===== src/design/cbb_pkg.sv =====
// shared types, codes and helpers of the cell buffer blit engine
package cbb_pkg;

   localparam int CHAR_BITS = 8;
   localparam int ATTR_PORT_BITS = 24;
   localparam int SIZE_BITS = 12;
   localparam int CSR_ADDR_BITS = 4;
   localparam int CSR_DATA_BITS = 32;

   localparam logic [2:0] KIND_READ = 3'd0;
   localparam logic [2:0] KIND_WRITE = 3'd1;
   localparam logic [2:0] KIND_FILL = 3'd2;
   localparam logic [2:0] KIND_CLEAR = 3'd3;
   localparam logic [2:0] KIND_BLIT = 3'd4;

   localparam logic [1:0] STATUS_OK = 2'd0;
   localparam logic [1:0] STATUS_OOB = 2'd1;
   localparam logic [1:0] STATUS_SKIP = 2'd2;

   localparam logic [1:0] REG_WIDTH = 2'd0;
   localparam logic [1:0] REG_HEIGHT = 2'd1;
   localparam logic [1:0] REG_ORIGIN_X = 2'd2;
   localparam logic [1:0] REG_ORIGIN_Y = 2'd3;

   typedef struct packed {
      logic [2:0] kind;
      logic [7:0] col;
      logic [7:0] row;
      logic [CHAR_BITS-1:0] cell_char;
      logic [ATTR_PORT_BITS-1:0] cell_attr;
   } req_type;

   typedef struct packed {
      logic [CHAR_BITS-1:0] read_char;
      logic [ATTR_PORT_BITS-1:0] read_attr;
      logic [1:0] status;
   } rsp_type;

   typedef struct packed {
      logic [8:0] buffer_width;
      logic [8:0] buffer_height;
      logic [7:0] blit_origin_x;
      logic [7:0] blit_origin_y;
   } cfg_type;

   function automatic logic [SIZE_BITS-1:0] clamp_size(input logic [8:0] value,
                                                       input logic [SIZE_BITS-1:0] max_size);
      logic [SIZE_BITS-1:0] wide;
      wide = SIZE_BITS'(value);
      if (wide == '0) begin
         return SIZE_BITS'(1);
      end else if (wide > max_size) begin
         return max_size;
      end else begin
         return wide;
      end
   endfunction

endpackage


===== src/design/cbb_csr.sv =====
// apb configuration registers
module cbb_csr (
   input  logic                             clock,
   input  logic                             reset,
   input  logic                             csr_psel,
   input  logic                             csr_penable,
   input  logic                             csr_pwrite,
   input  logic [cbb_pkg::CSR_ADDR_BITS-1:0] csr_paddr,
   input  logic [cbb_pkg::CSR_DATA_BITS-1:0] csr_pwdata,
   output logic [cbb_pkg::CSR_DATA_BITS-1:0] csr_prdata,
   output logic                             csr_pready,
   output cbb_pkg::cfg_type                 cfg
);

   cbb_pkg::cfg_type cfg_ff;
   logic [1:0] reg_index;
   logic wr_transfer;

   assign reg_index = csr_paddr[3:2];
   assign wr_transfer = csr_psel && csr_penable && csr_pwrite;

   always_ff @(posedge clock) begin
      if (reset) begin
         cfg_ff.buffer_width <= 9'd256;
         cfg_ff.buffer_height <= 9'd256;
         cfg_ff.blit_origin_x <= 8'd0;
         cfg_ff.blit_origin_y <= 8'd0;
      end else if (wr_transfer) begin
         unique case (reg_index)
            cbb_pkg::REG_WIDTH: cfg_ff.buffer_width <= csr_pwdata[8:0];
            cbb_pkg::REG_HEIGHT: cfg_ff.buffer_height <= csr_pwdata[8:0];
            cbb_pkg::REG_ORIGIN_X: cfg_ff.blit_origin_x <= csr_pwdata[7:0];
            cbb_pkg::REG_ORIGIN_Y: cfg_ff.blit_origin_y <= csr_pwdata[7:0];
            default: ;
         endcase
      end
   end

   always_comb begin
      unique case (reg_index)
         cbb_pkg::REG_WIDTH: csr_prdata = 32'(cfg_ff.buffer_width);
         cbb_pkg::REG_HEIGHT: csr_prdata = 32'(cfg_ff.buffer_height);
         cbb_pkg::REG_ORIGIN_X: csr_prdata = 32'(cfg_ff.blit_origin_x);
         cbb_pkg::REG_ORIGIN_Y: csr_prdata = 32'(cfg_ff.blit_origin_y);
         default: csr_prdata = '0;
      endcase
   end

   assign csr_pready = 1'b1;
   assign cfg = cfg_ff;

endmodule


===== config.mk =====
export PLATFORM = sky130hd
export DESIGN_NAME = cbb_csr
export DESIGN_NICKNAME = d
export VERILOG_FILES = /design/src/design/cbb_pkg.sv /design/src/design/cbb_csr.sv
export SDC_FILE = /design/constraint.sdc
export NUM_CORES = 1
export LEC_CHECK = 0
export BUFFER_PORTS_ARGS = -buffer_cell sky130_fd_sc_hd__buf_2
export CAP_MARGIN = 0
export CORE_MARGIN = 2
export CORE_UTILIZATION = 40
export DETAILED_ROUTE_END_ITERATION = 8
export PLACE_DENSITY = 0.83
export SYNTH_ARGS = -nofsm -noshare
export SYNTH_HDL_FRONTEND = slang
export SYNTH_SLANG_ARGS = --single-unit
export TNS_END_PERCENT = 5

===== constraint.sdc =====
create_clock -name clock -period 2.75 [get_ports clock]
set_input_delay 0.55 -clock clock [delete_from_list [all_inputs] [get_ports clock]]
set_output_delay 0.55 -clock clock [all_outputs]
set_load 0.01 [all_outputs]

==> results.sh <==
export IMPL_drc=0
export IMPL_firstDrtPassIters=4
export IMPL_synth_most_common_cell="dfxtp_1"
export IMPL_worst_hold_path_type="reg2reg"
export IMPL_cts_buffer_depth=2
export IMPL_drive_gt1_share_pct=31.72
export IMPL_syn_cell_area_sq_mm=0.001802
export IMPL_ys_ff_latch=34
export IMPL_power_leakage_nw=1.052
export IMPL_avgSynthCellArea_sq_um=10.35
export IMPL_grt_pass1_vias=1210
export IMPL_rows=24
export IMPL_worstReg2RegStart="cfg[8]$_SDFFE_PP0P_"
export IMPL_ys_types=21
export IMPL_rsz0062_at_grt="no"
export IMPL_grt_start_max_net_pins=44
export IMPL_clk_pin_slew_ps=60
export IMPL_hold_viol=0
export IMPL_worstPathRequired_ps=2200
export IMPL_cts_tree="built"
export IMPL_synthesis_instances=174
export IMPL_final_nets=268
export IMPL_htreeDepth=2
export IMPL_crit_path_end_kind="primary output"
export IMPL_track_usage_pct=16.31
export IMPL_tightest_slew_ps=669.4
export IMPL_status="complete, no violations"
export IMPL_cp_arrival_ps=1730
export IMPL_timing_max_cap_violations=0
export IMPL_cts_root_buf="clkbuf_8"
export IMPL_antenna_found_initial=0
export IMPL_synthTopCellsByArea="dfxtp_1 (38%), mux2i_1 (15%), nand2b_1 (11%)"
export IMPL_cts_made_buffers=5
export IMPL_dp_hpwl_um=2666
export IMPL_post_place_ws_ps=433.6
export IMPL_fin_tns_setup_ps=0
export IMPL_clk_latency_ps=280
export IMPL_netlist_area_leader_share_pct=37.78
export IMPL_worstSetupPathType="in2out"
export IMPL_num_fill_cells=418
export IMPL_cts_hold_buf=0
export IMPL_drt_wl_total_um=3924
export IMPL_die_y_um=71.12
export IMPL_hold_end="cfg[16]$_SDFFE_PP0P_"
export IMPL_cts_repair_resized=0
export IMPL_initial_core_util_pct=41.38
export IMPL_slew_violations=0
export IMPL_r2r_end="cfg[8]$_SDFFE_PP0P_"
export IMPL_hold_depth=2
export IMPL_rr_worst_depth=3
export IMPL_fin_crit_ps=2283
export IMPL_die_w_um=71.12
export IMPL_grt_overflow=0
export IMPL_ioPinCount=108
export IMPL_drt_antenna_violating_nets=0
export IMPL_grt_pass1_wl_um=6223
export IMPL_max_slew_margin_pct=55.13
export IMPL_fin_crit_sh_pct=83.03
export IMPL_start_kind="input port"
export IMPL_setup_viol=0
export IMPL_layout_setup_ws_ps=466.7
export IMPL_yosysSeqAreaShare_pct=37.78
export IMPL_ys_async_sr_fraction_pct=0
export IMPL_post_cts_buffers=0
export IMPL_largest_reg_flops=34
export IMPL_fin_skew_ps=0
export IMPL_yosysTopAreaCell="dfxtp_1"
export IMPL_yosysWarnings=0
export IMPL_io_buffers=58
export IMPL_die_area_sq_mm=0.005057
export IMPL_ys_flop_type="dfxtp_1"
export IMPL_drt_initial_drc_count=77
export IMPL_power_density_mw_per_mm2=455.4
export IMPL_path_max_fanout=14
export IMPL_cts_sinks=34
export IMPL_fmax_mhz=438.0
export IMPL_ir_worst_vdd_mv=0.2144
export IMPL_r2r_slack_ps=1990
export IMPL_routabilityCongestion=0.6796
export IMPL_synth_edf_count=0
export IMPL_wl_per_cell_um=14.06
export IMPL_insertedDiodeCount=0
export IMPL_hp_start="cfg[16]$_SDFFE_PP0P_"
export IMPL_synthToLayoutAreaGrowth_pct=15.00
export IMPL_core_sq_mm=0.004354
export IMPL_viasPerCell=4.728
export IMPL_vias=1319
export IMPL_synthTopCellsByCount="dfxtp_1 (34), nand2b_1 (33), mux2i_1 (27)"
## per-stage QoR
step / hold slack, ps / std cells / power (mW) / utilization, % / instance area, sq um
after floorplan: 500.4 / 196 / 0.6064 / - / 1884
after global placement: 473.1 / 272 / 0.6101 / 45.83 / 1996
after detailed placement: 478.1 / 272 / 0.6122 / 45.83 / 1996
after CTS: 491.5 / 279 / 0.9524 / 47.59 / 2072
after global routing: 515.9 / 279 / 0.9853 / 47.59 / 2072
final: 491.5 / 279 / 0.9437 / 47.59 / 2072
## cell usage in the layout, fill, tap and decap left out
cell type	n
nand2b_1	33
or3_1	2
nor2_1	4
conb_1	24
nor3_2	1
nand3_1	1
dfxtp_1	34
mux4_1	1
o21ai_0	16
nand4_4	1
clkbuf_8	5
buf_2	58
nor3_1	1
nor2b_1	8
inv_1	1
mux4_2	7
clkbuf_1	2
mux2i_1	27
or2_1	1
## power by group
part,internal (mW),switching [mW]
registers,0.499,0.00443
clock network,0.174,0.169
logic,0.0364,0.0611
total,0.709,0.234
## worst max path at each step
stage | from | end | slack [ps] | depth (start not counted)
after floorplan | csr_paddr[2] | csr_prdata[0] | 950 | 3
after global placement | csr_paddr[3] | csr_prdata[3] | 460 | 3
after detailed placement | csr_paddr[3] | csr_prdata[3] | 430 | 3
after CTS | csr_paddr[3] | csr_prdata[3] | 430 | 3
after global routing | csr_paddr[3] | csr_prdata[3] | 410 | 3
final | csr_paddr[3] | csr_prdata[3] | 470 | 3
## kinds of logic after synthesis
family	share of synthesized area [%]
AO/OA/AOI/OAI	4.445
buffers and inverters	13.75
flip-flops	37.78
multiplexers	25.21
other	0.4168
AND/OR/NAND/NOR	18.40
## worst max-delay path, stage by stage
cell,delay [ps]
buf_2,380
mux4_1,640
buf_2,160
## per-layer routing
| metal | up-vias | GRT usage [%] | wire length, um |
|---|---|---|---|
| met1 | 616 | 21.38 | 1802 |
| li1 | 647 | - | - |
| met4 | 0 | 7.547 | 51 |
| met3 | 5 | 3.704 | 221 |
| met5 | - | 0 | 0 |
| met2 | 51 | 25.65 | 1849 |
## final cells by class
type                    count  area (sq um)  area share (%)
multi-input cells         127         955.9           46.14
flip-flops and latches     34         680.7           32.85
repair buffers             58         290.3           14.01
clock buffers               7         76.32           3.684
well taps                  52         65.06           3.140
inverters                   1         3.754          0.1812
Power figures use the tool's default switching activity.
