[src/design/cbb_sweep.sv]
// area sweeper that writes one cell per cycle for fill, clear and the reset pass
module cbb_sweep #(
   parameter int MAX_WIDTH = 256,
   parameter int MAX_HEIGHT = 256,
   parameter int CW = 8,
   parameter int RW = 8,
   parameter int DW = 32
) (
   input  logic             clock,
   input  logic             reset,
   input  logic             start,
   input  logic [CW-1:0]    start_last_col,
   input  logic [RW-1:0]    start_last_row,
   input  logic [DW-1:0]    start_value,
   output logic             busy,
   output logic [RW+CW-1:0] wr_addr,
   output logic [DW-1:0]    wr_data
);

   logic          busy_ff;
   logic [CW-1:0] col_ff;
   logic [RW-1:0] row_ff;
   logic [CW-1:0] last_col_ff;
   logic [RW-1:0] last_row_ff;
   logic [DW-1:0] value_ff;

   always_ff @(posedge clock) begin
      if (reset) begin
         busy_ff <= 1'b1;
         col_ff <= '0;
         row_ff <= '0;
         last_col_ff <= CW'(MAX_WIDTH - 1);
         last_row_ff <= RW'(MAX_HEIGHT - 1);
         value_ff <= '0;
      end else if (start) begin
         busy_ff <= 1'b1;
         col_ff <= '0;
         row_ff <= '0;
         last_col_ff <= start_last_col;
         last_row_ff <= start_last_row;
         value_ff <= start_value;
      end else if (busy_ff) begin
         if (col_ff == last_col_ff) begin
            col_ff <= '0;
            if (row_ff == last_row_ff) begin
               busy_ff <= 1'b0;
            end else begin
               row_ff <= row_ff + RW'(1);
            end
         end else begin
            col_ff <= col_ff + CW'(1);
         end
      end
   end

   assign busy = busy_ff;
   assign wr_addr = {row_ff, col_ff};
   assign wr_data = value_ff;

endmodule
[config.mk]
export PLATFORM = sky130hd
export DESIGN_NAME = cbb_sweep
export DESIGN_NICKNAME = d
export VERILOG_FILES = /design/src/design/cbb_sweep.sv
export SDC_FILE = /design/constraint.sdc
export NUM_CORES = 1
export LEC_CHECK = 0
export BUFFER_PORTS_ARGS = -buffer_cell sky130_fd_sc_hd__buf_2
export CORE_ASPECT_RATIO = 0.9
export CORE_UTILIZATION = 52
export CTS_CLUSTER_SIZE = 12
export DETAILED_ROUTE_END_ITERATION = 6
export GPL_TIMING_DRIVEN = 0
export PLACE_DENSITY = 0.84
export SLEW_MARGIN = 20
export SYNTH_ARGS = -nofsm -noshare
export SYNTH_HDL_FRONTEND = slang
export SYNTH_SLANG_ARGS = --single-unit
[constraint.sdc]
create_clock -name clock -period 4 [get_ports clock]
set_input_delay 0.2 -clock clock [delete_from_list [all_inputs] [get_ports clock]]
set_output_delay 0.2 -clock clock [all_outputs]
set_load 0.02 [all_outputs]
==> impl_metrics.env, run 1 <==
export IMPL_cts_root_buf="clkbuf_8"
export IMPL_num_rows=24
export IMPL_r2r_slack_ns=2.10
export IMPL_htree_levels=3
export IMPL_layout_commonest_cell="buf_2"
export IMPL_hp_start="start_last_col[7]"
export IMPL_finalCriticalPeriod_ns=1.90
export IMPL_core_area_um2=4860
export IMPL_cts_buffers=9
export IMPL_placedCellCount=428
export IMPL_start_kind="flop"
export IMPL_drive_gt1_share_pct=31.2
export IMPL_hold_path_depth=2
export IMPL_worstMarginPinSlew_ns=0.619
export IMPL_ir_drop_mv=0.290
export IMPL_drtPass1Iterations=4
export IMPL_critPathKind="reg2reg"
export IMPL_antenna_found_initial=0
export IMPL_dieHeight_um=69.5
export IMPL_first_iter_violations=64
export IMPL_dieWidth_um=77
export IMPL_seq_area_um2=1300
export IMPL_ys_ff_latch=65
export IMPL_finalNonFillerCells=443
export IMPL_hold_viol_final=0
export IMPL_hold_class="in2reg"
export IMPL_drv_slew=0
export IMPL_relSlewSlack_pct=58.7
export IMPL_clkTransAtPathRegs_ns=0.07
export IMPL_worstSkewPairLatency_ns=0.33
export IMPL_required_ns=4.26
export IMPL_status="complete, no violations"
export IMPL_grt_max_degree=11
export IMPL_finalSetupViolCount=0
export IMPL_overflow=0
export IMPL_via_per_inst=5.12
export IMPL_fillCellCount=384
export IMPL_powerDensity_nw_per_um2=433
export IMPL_gp_congestion=0.879
export IMPL_layout_nets=427
export IMPL_max_freq_ghz=0.528
export IMPL_postCtsResizedCells=0
export IMPL_vias=2270
export IMPL_grt_usage_pct=22.1
export IMPL_grt_pass1_wl_mm=9.18
export IMPL_final_cell_mix="buf_2 (101), dfxtp_1 (65), nor2_1 (46), mux2i_1 (33)"
export IMPL_rr_worst_depth=5
export IMPL_drv_cap=0
export IMPL_crit_fanout=8
export IMPL_ys_types=26
export IMPL_worst_ep_arrival_time_ns=2.15
export IMPL_portBuffers=98
export IMPL_post_dp_hpwl_mm=4.15
export IMPL_remaining_drc_errors=0
export IMPL_r2r_start="col_ff[6]$_SDFFE_PP0P_"
export IMPL_syn_nets=318
export IMPL_synth_cells=265
export IMPL_rsz0062_at_grt="no"
export IMPL_p_leak_nw=1.62
export IMPL_ys_seq_area_share_pct=49.4
export IMPL_totalWireLength_mm=5.77
export IMPL_clock_sinks=65
export IMPL_wl_per_cell_um=13.0
export IMPL_grt_pass1_vias=2072
export IMPL_hold_end="last_col_ff[7]$_SDFFE_PP1P_"
export IMPL_p_total_mw=1.49
export IMPL_multiInputGateArea_um2=1260
export IMPL_tns_ns=0
export IMPL_yosys_warnings=0
export IMPL_r2r_end="row_ff[7]$_SDFFE_PP0P_"
export IMPL_end_kind="flop"
export IMPL_die_area_um2=5350
export IMPL_area_growth_syn_to_layout_pct=30.4
export IMPL_initial_core_util_pct=54.1
export IMPL_fin_worst_skew_ns=0.00454
export IMPL_postCtsSetupBuffers=0
export IMPL_min_period_over_period_pct=47.4
export IMPL_cts_tree="done"
export IMPL_cts_buffer_depth=2
export IMPL_postCtsHoldBufs=0
export IMPL_syn_area_um2=2630
export IMPL_ant_nets=0
export IMPL_diodes=0
export IMPL_num_io_pins=100
export IMPL_syn_area_per_cell_um2=9.93
==> how the worst max path moves through the flow <==
stage                                      start                endpoint  cells after the start
final                     col_ff[6]$_SDFFE_PP0P_  row_ff[7]$_SDFFE_PP0P_                      5
after global routing      col_ff[6]$_SDFFE_PP0P_  row_ff[7]$_SDFFE_PP0P_                      6
after CTS                 col_ff[6]$_SDFFE_PP0P_  row_ff[7]$_SDFFE_PP0P_                      5
after detailed placement  col_ff[6]$_SDFFE_PP0P_  row_ff[7]$_SDFFE_PP0P_                      5
after global placement    col_ff[6]$_SDFFE_PP0P_  row_ff[3]$_SDFFE_PP0P_                      6
after floorplan           col_ff[6]$_SDFFE_PP0P_  row_ff[7]$_SDFFE_PP0P_                      5
==> kinds of logic after synthesis <==
kind of cell               share of synthesized area [%]
buffers and inverters                               2.57
DFF                                                 49.4
AOI/OAI and AO/OA                                   9.60
muxes                                               12.5
adders and majority gates                          0.950
xor gates and xnor gates                            7.65
and+or+nand+nor                                     17.3
==> metal layers <==
layer	vias to the layer above	part of all wire (%)	global-route usage, %
met5	-	0	0
li1	1135	-	-
met2	82	45	35.2
met4	0	0.95	6.92
met1	1047	45	26.1
met3	6	8.8	10.9
==> critical path: stages (launching register included) <==
cell,delay (ns)
dfxtp_1,0.42
xor2_1,0.11
nor4_2,0.35
nand4_2,0.23
or4_1,0.54
a21oi_1,0.17
==> final cells by class <==
class	count	share of cell area, %
buffer	16	1.86
clock buffer	13	4.92
clock inverter	2	1.75
inverter	1	0.109
multi-input combinational	183	36.8
sequential	65	37.9
tap	65	2.37
timing repair buffer	98	14.3
==> power breakdown <==
| part | leakage, nW | total [mW] | internal (mW) | switching, mW |
|---|---|---|---|---|
| combinational | 0.968 | 0.157 | 0.0720 | 0.0848 |
| sequential | 0.535 | 0.697 | 0.679 | 0.0185 |
| clock | 0.116 | 0.634 | 0.399 | 0.235 |
==> through the flow <==
stage | hold slack (ns) | setup WS, ns | instance area (um2) | util [%]
after global routing | 0.0518 | 1.91 | 3430 | 70.6
after global placement | 0.406 | 2.16 | 3200 | 65.9
after detailed placement | 0.414 | 2.12 | 3200 | 65.9
final | 0.0710 | 2.10 | 3430 | 70.6
after floorplan | 0.318 | 2.17 | 2630 | -
after CTS | 0.0590 | 2.10 | 3430 | 70.6
==> sequential cells by signal, indices dropped and copies added, names as in the netlist <==
signal	flops
wr_data	32
col_ff	8
last_row_ff	8
row_ff	8
busy	1
last_col_ff	8
==> Yosys cell counts <==
library cell,count,area share [%]
a211o_1,16,5.3
nand4_1,8,1.9
xor2_1,12,4.0
nor2b_1,16,3.8
nand2_1,6,0.86
or2_2,1,0.24
ha_1,2,0.95
and3_1,1,0.24
nor4_2,1,0.48
or4_1,5,1.4
and2_1,1,0.24
dfxtp_1,65,49
buf_2,3,0.57
inv_1,1,0.14
or3_1,2,0.48
nor2_1,46,6.6
nand3_1,3,0.57
nand4_2,1,0.48
o21ai_0,2,0.38
buf_1,4,0.57
o31ai_1,7,2.0
clkbuf_1,9,1.3
a21oi_1,7,1.3
o211ai_1,2,0.57
mux2i_1,33,13
xnor2_1,11,3.7
(Power assumes the default switching activity.)
==> run 2, diff against run 1 <==
--- a/config.mk
+++ b/config.mk
@@ -7,11 +7,11 @@
 export LEC_CHECK = 0
 export BUFFER_PORTS_ARGS = -buffer_cell sky130_fd_sc_hd__buf_2
 export CORE_ASPECT_RATIO = 0.9
-export CORE_UTILIZATION = 52
+export CORE_UTILIZATION = 48
 export CTS_CLUSTER_SIZE = 12
 export DETAILED_ROUTE_END_ITERATION = 6
 export GPL_TIMING_DRIVEN = 0
-export PLACE_DENSITY = 0.84
+export PLACE_DENSITY = 0.78
 export SLEW_MARGIN = 20
 export SYNTH_ARGS = -nofsm -noshare
 export SYNTH_HDL_FRONTEND = slang
==> constraint.sdc (replaced) <==
create_clock -name clock -period 1.9 [get_ports clock]
set_input_delay 0.095 -clock clock [delete_from_list [all_inputs] [get_ports clock]]
set_output_delay 0.095 -clock clock [all_outputs]
set_load 0.02 [all_outputs]
==> run 2 against run 1 <==
Net effect: first-iteration DRC count shrank 20%; global-route usage grew 4.7 points; register-to-register slack lost 2.1 ns; via count grew 11%; worst hold slack lost 0.056 ns; worst setup slack lost 2.1 ns; sequential share of layout area shrank 4.1 points; total power grew 98%; highest routed layer unchanged; core utilization grew 3.0 points; combinational power grew to 2.7 times the previous value.
==> impl_metrics.env, run 2 (same netlist as run 1, synthesis figures left out) <==
export IMPL_status="complete, no violations"
export IMPL_portBuffers=98
export IMPL_relSlewSlack_pct=58.6
export IMPL_p_total_mw=2.95
export IMPL_finalNonFillerCells=493
export IMPL_required_ns=2.18
export IMPL_cts_root_buf="clkbuf_8"
export IMPL_finalHoldWorstSlack_ns=0.0150
export IMPL_ant_nets=0
export IMPL_clkTransAtPathRegs_ns=0.07
export IMPL_layout_nets=474
export IMPL_max_freq_ghz=0.533
export IMPL_finalCriticalPeriod_ns=1.87
export IMPL_diodes=0
export IMPL_drv_cap=0
export IMPL_grt_max_degree=14
export IMPL_fin_area_um2=3860
export IMPL_crit_fanout=8
export IMPL_end_kind="flop"
export IMPL_hold_viol_final=0
export IMPL_min_period_over_period_pct=98.7
export IMPL_cts_buffers=9
export IMPL_area_growth_syn_to_layout_pct=46.8
export IMPL_multiInputGateArea_um2=1270
export IMPL_totalWireLength_mm=7.31
export IMPL_antenna_found_initial=0
export IMPL_grt_pass1_vias=2452
export IMPL_vias=2529
export IMPL_drv_slew=0
export IMPL_fillCellCount=396
export IMPL_worstSkewPairLatency_ns=0.34
export IMPL_htree_levels=3
export IMPL_dieWidth_um=80.1
export IMPL_critPathKind="reg2reg"
export IMPL_drive_gt1_share_pct=30.0
export IMPL_slowest_stage="or4_1"
export IMPL_hold_class="in2reg"
export IMPL_first_iter_violations=51
export IMPL_powerDensity_nw_per_um2=764
export IMPL_post_dp_hpwl_mm=4.28
export IMPL_worstMarginPinSlew_ns=0.621
export IMPL_gp_congestion=0.852
export IMPL_finalSetupViolCount=0
export IMPL_dieHeight_um=72.3
export IMPL_p_leak_nw=1.77
export IMPL_ir_drop_mv=0.674
export IMPL_initial_core_util_pct=50.1
export IMPL_layout_commonest_cell="buf_2"
export IMPL_die_area_um2=5780
export IMPL_largest_reg_flops=32
export IMPL_overflow=0
export IMPL_tns_ns=0
export IMPL_num_rows=25
export IMPL_grt_pass1_wl_mm=11.7
export IMPL_cts_tree="done"
export IMPL_cts_buffer_depth=2
export IMPL_placedCellCount=430
export IMPL_remaining_drc_errors=0
export IMPL_place_area_um2=3210
export IMPL_num_io_pins=100
export IMPL_drtPass1Iterations=4
export IMPL_core_area_um2=5260
export IMPL_fin_worst_skew_ns=0.00464
export IMPL_final_cell_mix="buf_2 (101), dfxtp_1 (62), dlygate4sd3_1 (46), nor2_1 (45), mux2i_1 (33)"
export IMPL_start_kind="flop"
export IMPL_grt_usage_pct=26.8
export IMPL_via_per_inst=5.13
export IMPL_clock_sinks=65
export IMPL_seq_area_um2=1310
export IMPL_worst_ep_arrival_time_ns=2.15
export IMPL_cpPeakStageDelay_ns=0.55
export IMPL_wl_per_cell_um=14.8
export IMPL_crit_chain="xor2_1 -> nor4_2 -> nand4_2 -> or4_1 -> a21oi_1"
==> run 2: path summary, 6_finish.rpt <==
| check | start | end | slack [ns] | cells past startpoint |
|---|---|---|---|---|
| worst max-delay path | col_ff[1]$_SDFFE_PP0P_ | row_ff[5]$_SDFFE_PP0P_ | 0.03 | 5 |
| worst max register to register | col_ff[1]$_SDFFE_PP0P_ | row_ff[5]$_SDFFE_PP0P_ | 0.03 | 5 |
| worst min register to register | wr_data[2]$_SDFFE_PP0P_ | wr_data[2]$_SDFFE_PP0P_ | 0.50 | 2 |
| worst min-delay path | start_value[26] | wr_data[26]$_SDFFE_PP0P_ | 0.02 | 3 |
==> run 2: repair_timing <==
action                     in CTS  in global routing
setup endpoints to repair       0                 16
hold buffers                   46                  0
setup buffers                   0                  1
resized for setup               0                  9
hold endpoints to repair       46                  0
==> run 2: cell type report <==
type / count / share of cell area [%]
multi-input combinational: 183 / 32.9
clock buffer: 9 / 3.20
timing repair buffer: 145 / 24.8
tap: 67 / 2.17
sequential: 65 / 33.8
buffer: 16 / 1.72
clock inverter: 7 / 1.39
inverter: 1 / 0.0971
==> run 2: worst max-delay path, delay by kind of cell (launching register included) <==
kind             cells  cell delay (ns)
AO/OA/AOI/OAI        1             0.15
XOR/XNOR             1             0.16
flip-flops           1             0.35
AND/OR/NAND/NOR      3             1.16
==> run 2: metal layers <==
metal / vias up / wire, um / GRT usage, %
li1: 1233 / - / -
met1: 1185 / 3060 / 31.6
met2: 97 / 3590 / 45.5
met3: 14 / 526 / 8.43
met4: 0 / 131 / 10.5
met5: - / 0 / 0
==> run 2: through the flow <==
stage | setup slack, ns | utilization (%)
2_1_floorplan | 0.0699 | -
3_3_place_gp | 0.0628 | 61.0
3_5_place_dp | 0.0365 | 61.0
4_1_cts | 0.0219 | 73.2
5_1_grt | -0.0406 | 73.5
6_report | 0.0255 | 73.5
==> run 2: report_power, final <==
part	switching (mW)	internal (mW)	total, mW
combinational	0.205	0.213	0.418
sequential	0.0417	1.43	1.47
clock	0.582	0.481	1.06
total	0.829	2.12	2.95
==> run 3, diff against run 2 <==
--- a/config.mk
+++ b/config.mk
@@ -5,13 +5,15 @@
 export SDC_FILE = /design/constraint.sdc
 export NUM_CORES = 1
 export LEC_CHECK = 0
+export ABC_AREA = 1
 export BUFFER_PORTS_ARGS = -buffer_cell sky130_fd_sc_hd__buf_2
 export CORE_ASPECT_RATIO = 0.9
-export CORE_UTILIZATION = 48
+export CORE_UTILIZATION = 49
 export CTS_CLUSTER_SIZE = 12
 export DETAILED_ROUTE_END_ITERATION = 6
 export GPL_TIMING_DRIVEN = 0
-export PLACE_DENSITY = 0.78
+export HOLD_SLACK_MARGIN = 0.06
+export PLACE_DENSITY = 0.8
 export SLEW_MARGIN = 20
 export SYNTH_ARGS = -nofsm -noshare
 export SYNTH_HDL_FRONTEND = slang
==> run 3 against run 2 <==
Net effect: clock-buffer cell count grew 3; clock power grew 11%; sequential share of layout area shrank 0.61 points; clock skew is essentially flat; via count grew 17%; core utilization grew 1.1 points; combinational power grew 3%; highest routed layer unchanged.
==> impl_metrics.env, run 3 <==
export IMPL_area_growth_syn_to_layout_pct=47.0
export IMPL_final_cell_mix="buf_2 (100), nor2_1 (96), dfxtp_1 (65), nand2_1 (61), dlygate4sd3_1 (48)"
export IMPL_worstMarginPinSlew_ns=0.530
export IMPL_netlist_top_cells_area="dfxtp_1 (49%), nor2_1 (13%), o21ai_0 (8.6%)"
export IMPL_slowest_stage="dfxtp_1"
export IMPL_totalWireLength_mm=7.80
export IMPL_ir_drop_mv=0.606
export IMPL_synth_ff_type="dfxtp_1"
export IMPL_crit_chain="inv_1 -> nand2_1 -> nand2_1 -> nor2_1 -> nand2_1 -> nor2_4 -> nand3_4 -> o21ai_0 -> nor2_1"
export IMPL_fin_ws_ns=0.285
export IMPL_post_dp_hpwl_mm=4.72
export IMPL_synth_xor_area_share_pct=4.26
export IMPL_syn_nets=419
export IMPL_required_ns=2.13
export IMPL_core_area_um2=5260
export IMPL_synth_top_family_by_area="simple AND/OR/NAND/NOR gates"
export IMPL_fillCellCount=394
export IMPL_wl_per_cell_um=13.1
export IMPL_muxShareOfSynthArea_pct=0.375
export IMPL_grt_pass1_vias=2713
export IMPL_synth_simple_area_share_pct=27.9
export IMPL_synth_compound_area_share_pct=11.4
export IMPL_syn_area_um2=2670
export IMPL_layout_nets=577
export IMPL_placedCellCount=532
export IMPL_clock_sinks=65
export IMPL_synth_cells=366
export IMPL_start_kind="flop"
export IMPL_powerDensity_nw_per_um2=786
export IMPL_grt_pass1_wl_mm=12.4
export IMPL_ys_seq_area_share_pct=48.7
export IMPL_vias=2958
export IMPL_via_per_inst=4.97
export IMPL_crit_fanout=7
export IMPL_overflow=0
export IMPL_diodes=0
export IMPL_synth_edf_count=0
export IMPL_path_common_cell="nand2_1"
export IMPL_antenna_found_initial=0
export IMPL_ys_types=23
export IMPL_max_freq_ghz=0.619
export IMPL_htree_levels=3
export IMPL_drv_slew=0
export IMPL_yosys_top_cells_count="nor2_1 (96), dfxtp_1 (65), nand2_1 (61)"
export IMPL_hold_viol_final=0
export IMPL_cts_tree="done"
export IMPL_finalCriticalPeriod_ns=1.62
export IMPL_tns_ns=0
export IMPL_drtPass1Iterations=4
export IMPL_portBuffers=99
export IMPL_layout_commonest_cell="buf_2"
export IMPL_die_area_um2=5750
export IMPL_syn_area_per_cell_um2=7.30
export IMPL_dieHeight_um=72.0
export IMPL_largest_reg_flops=32
export IMPL_finalHoldWorstSlack_ns=0.108
export IMPL_ant_nets=0
export IMPL_cts_buffer_depth=2
export IMPL_cts_root_buf="clkbuf_8"
export IMPL_finalNonFillerCells=595
export IMPL_status="complete, no violations"
export IMPL_drive_gt1_share_pct=22.7
export IMPL_synthArstFlopShare_pct=0
export IMPL_fin_worst_skew_ns=0.00439
export IMPL_finalSetupViolCount=0
export IMPL_worst_ep_arrival_time_ns=1.85
export IMPL_min_period_over_period_pct=85.0
export IMPL_p_leak_nw=1.91
export IMPL_worstSkewPairLatency_ns=0.34
export IMPL_num_rows=25
export IMPL_synth_top_cell_by_area="dfxtp_1"
export IMPL_cts_buffers=9
export IMPL_relSlewSlack_pct=64.5
export IMPL_dieWidth_um=79.8
export IMPL_yosys_warnings=0
export IMPL_gp_congestion=0.814
export IMPL_fin_area_um2=3930
export IMPL_synthDominantCellAreaShare_pct=48.7
export IMPL_drv_cap=0
export IMPL_critPathKind="reg2reg"
export IMPL_remaining_drc_errors=0
export IMPL_ys_ff_latch=65
export IMPL_initial_core_util_pct=50.8
export IMPL_first_iter_violations=164
export IMPL_end_kind="flop"
export IMPL_dpl_worst_slack_ns=0.368
export IMPL_yosysMostFrequentCell="nor2_1"
export IMPL_num_io_pins=100
export IMPL_hold_class="in2reg"
export IMPL_cpPeakStageDelay_ns=0.40
export IMPL_yosys_area_share_adder_pct=0.937
export IMPL_clkTransAtPathRegs_ns=0.07
export IMPL_place_area_um2=3250
export IMPL_grt_usage_pct=28.4
export IMPL_grt_max_degree=11
export IMPL_rsz0062_at_grt="no"
run 3: cell types whose count changed after synthesis, sizes merged, moves of 8 or more:
cell	change
a211o	-16
a21oi	+8
inv	+24
mux2i	-32
nand2	+55
nand3	+9
nor2	+51
nor2b	-16
o21ai	+44
run 3: per-layer routing:
| layer | routed length [um] | vias to the layer above | GRT usage, % |
|---|---|---|---|
| met2 | 3820 | 108 | 48.9 |
| met5 | 0 | - | 0 |
| met3 | 486 | 23 | 9.94 |
| met4 | 243 | 0 | 12.5 |
| li1 | - | 1480 | - |
| met1 | 3240 | 1347 | 31.8 |
run 3: worst max-delay path: cells and delay by family, from the launching register on:
kind / cells / cell delay [ns]
flops: 1 / 0.40
compound gates: 1 / 0.25
simple gates: 7 / 0.76
buf+inv: 1 / 0.08
run 3: report_power, final:
| part | leakage (nW) | switching (mW) | internal [mW] | total, mW |
|---|---|---|---|---|
| Combinational | 1.27 | 0.233 | 0.196 | 0.429 |
| Sequential | 0.537 | 0.0407 | 1.44 | 1.48 |
| Clock | 0.102 | 0.513 | 0.666 | 1.18 |
| Total | 1.91 | 0.787 | 2.30 | 3.08 |
run 3: cells by family after synthesis:
group / count (synthesis)
multiplexers: 1
flip-flops: 65
XOR/XNOR: 13
AO/OA/AOI/OAI: 61
adder cells (fa/ha/maj): 2
buffers and inverters: 42
AND/OR/NAND/NOR: 182
run 3: per-stage QoR:
stage	util [%]	total power [mW]
after floorplan	-	1.70
after global placement	61.8	1.83
after detailed placement	61.8	1.84
after CTS	74.7	3.09
after global routing	74.7	3.21
final	74.7	3.08
run 3: worst paths after layout:
| kind | from | endpoint | slack (ns) | cells after the start |
|---|---|---|---|---|
| setup / recovery | col_ff[5]$_SDFFE_PP0P_ | row_ff[7]$_SDFFE_PP0P_ | 0.28 | 9 |
| hold / removal | reset | busy$_SDFF_PP1_ | 0.11 | 3 |
| setup reg to reg | col_ff[5]$_SDFFE_PP0P_ | row_ff[7]$_SDFFE_PP0P_ | 0.28 | 9 |
| hold reg to reg | last_col_ff[5]$_SDFFE_PP1P_ | last_col_ff[5]$_SDFFE_PP1P_ | 0.48 | 2 |
run 3: repair_timing:
action                                 in CTS  in global routing
hold buffers                               48                  0
setup buffers                               0                  0
endpoints found under the hold margin      48                  0
resized for setup                           0                  0
run 3: area by class of cell:
type / instances / area [um2] / share of cell area (%)
Clock inverter: 3 / 40.0 / 1.02
Multi-Input combinational cell: 259 / 1200 / 30.5
Buffer: 16 / 71.3 / 1.82
Sequential cell: 65 / 1300 / 33.2
Tap cell: 67 / 83.8 / 2.14
Inverter: 26 / 98.8 / 2.52
Timing Repair Buffer: 147 / 976 / 24.9
Clock buffer: 12 / 155 / 3.95
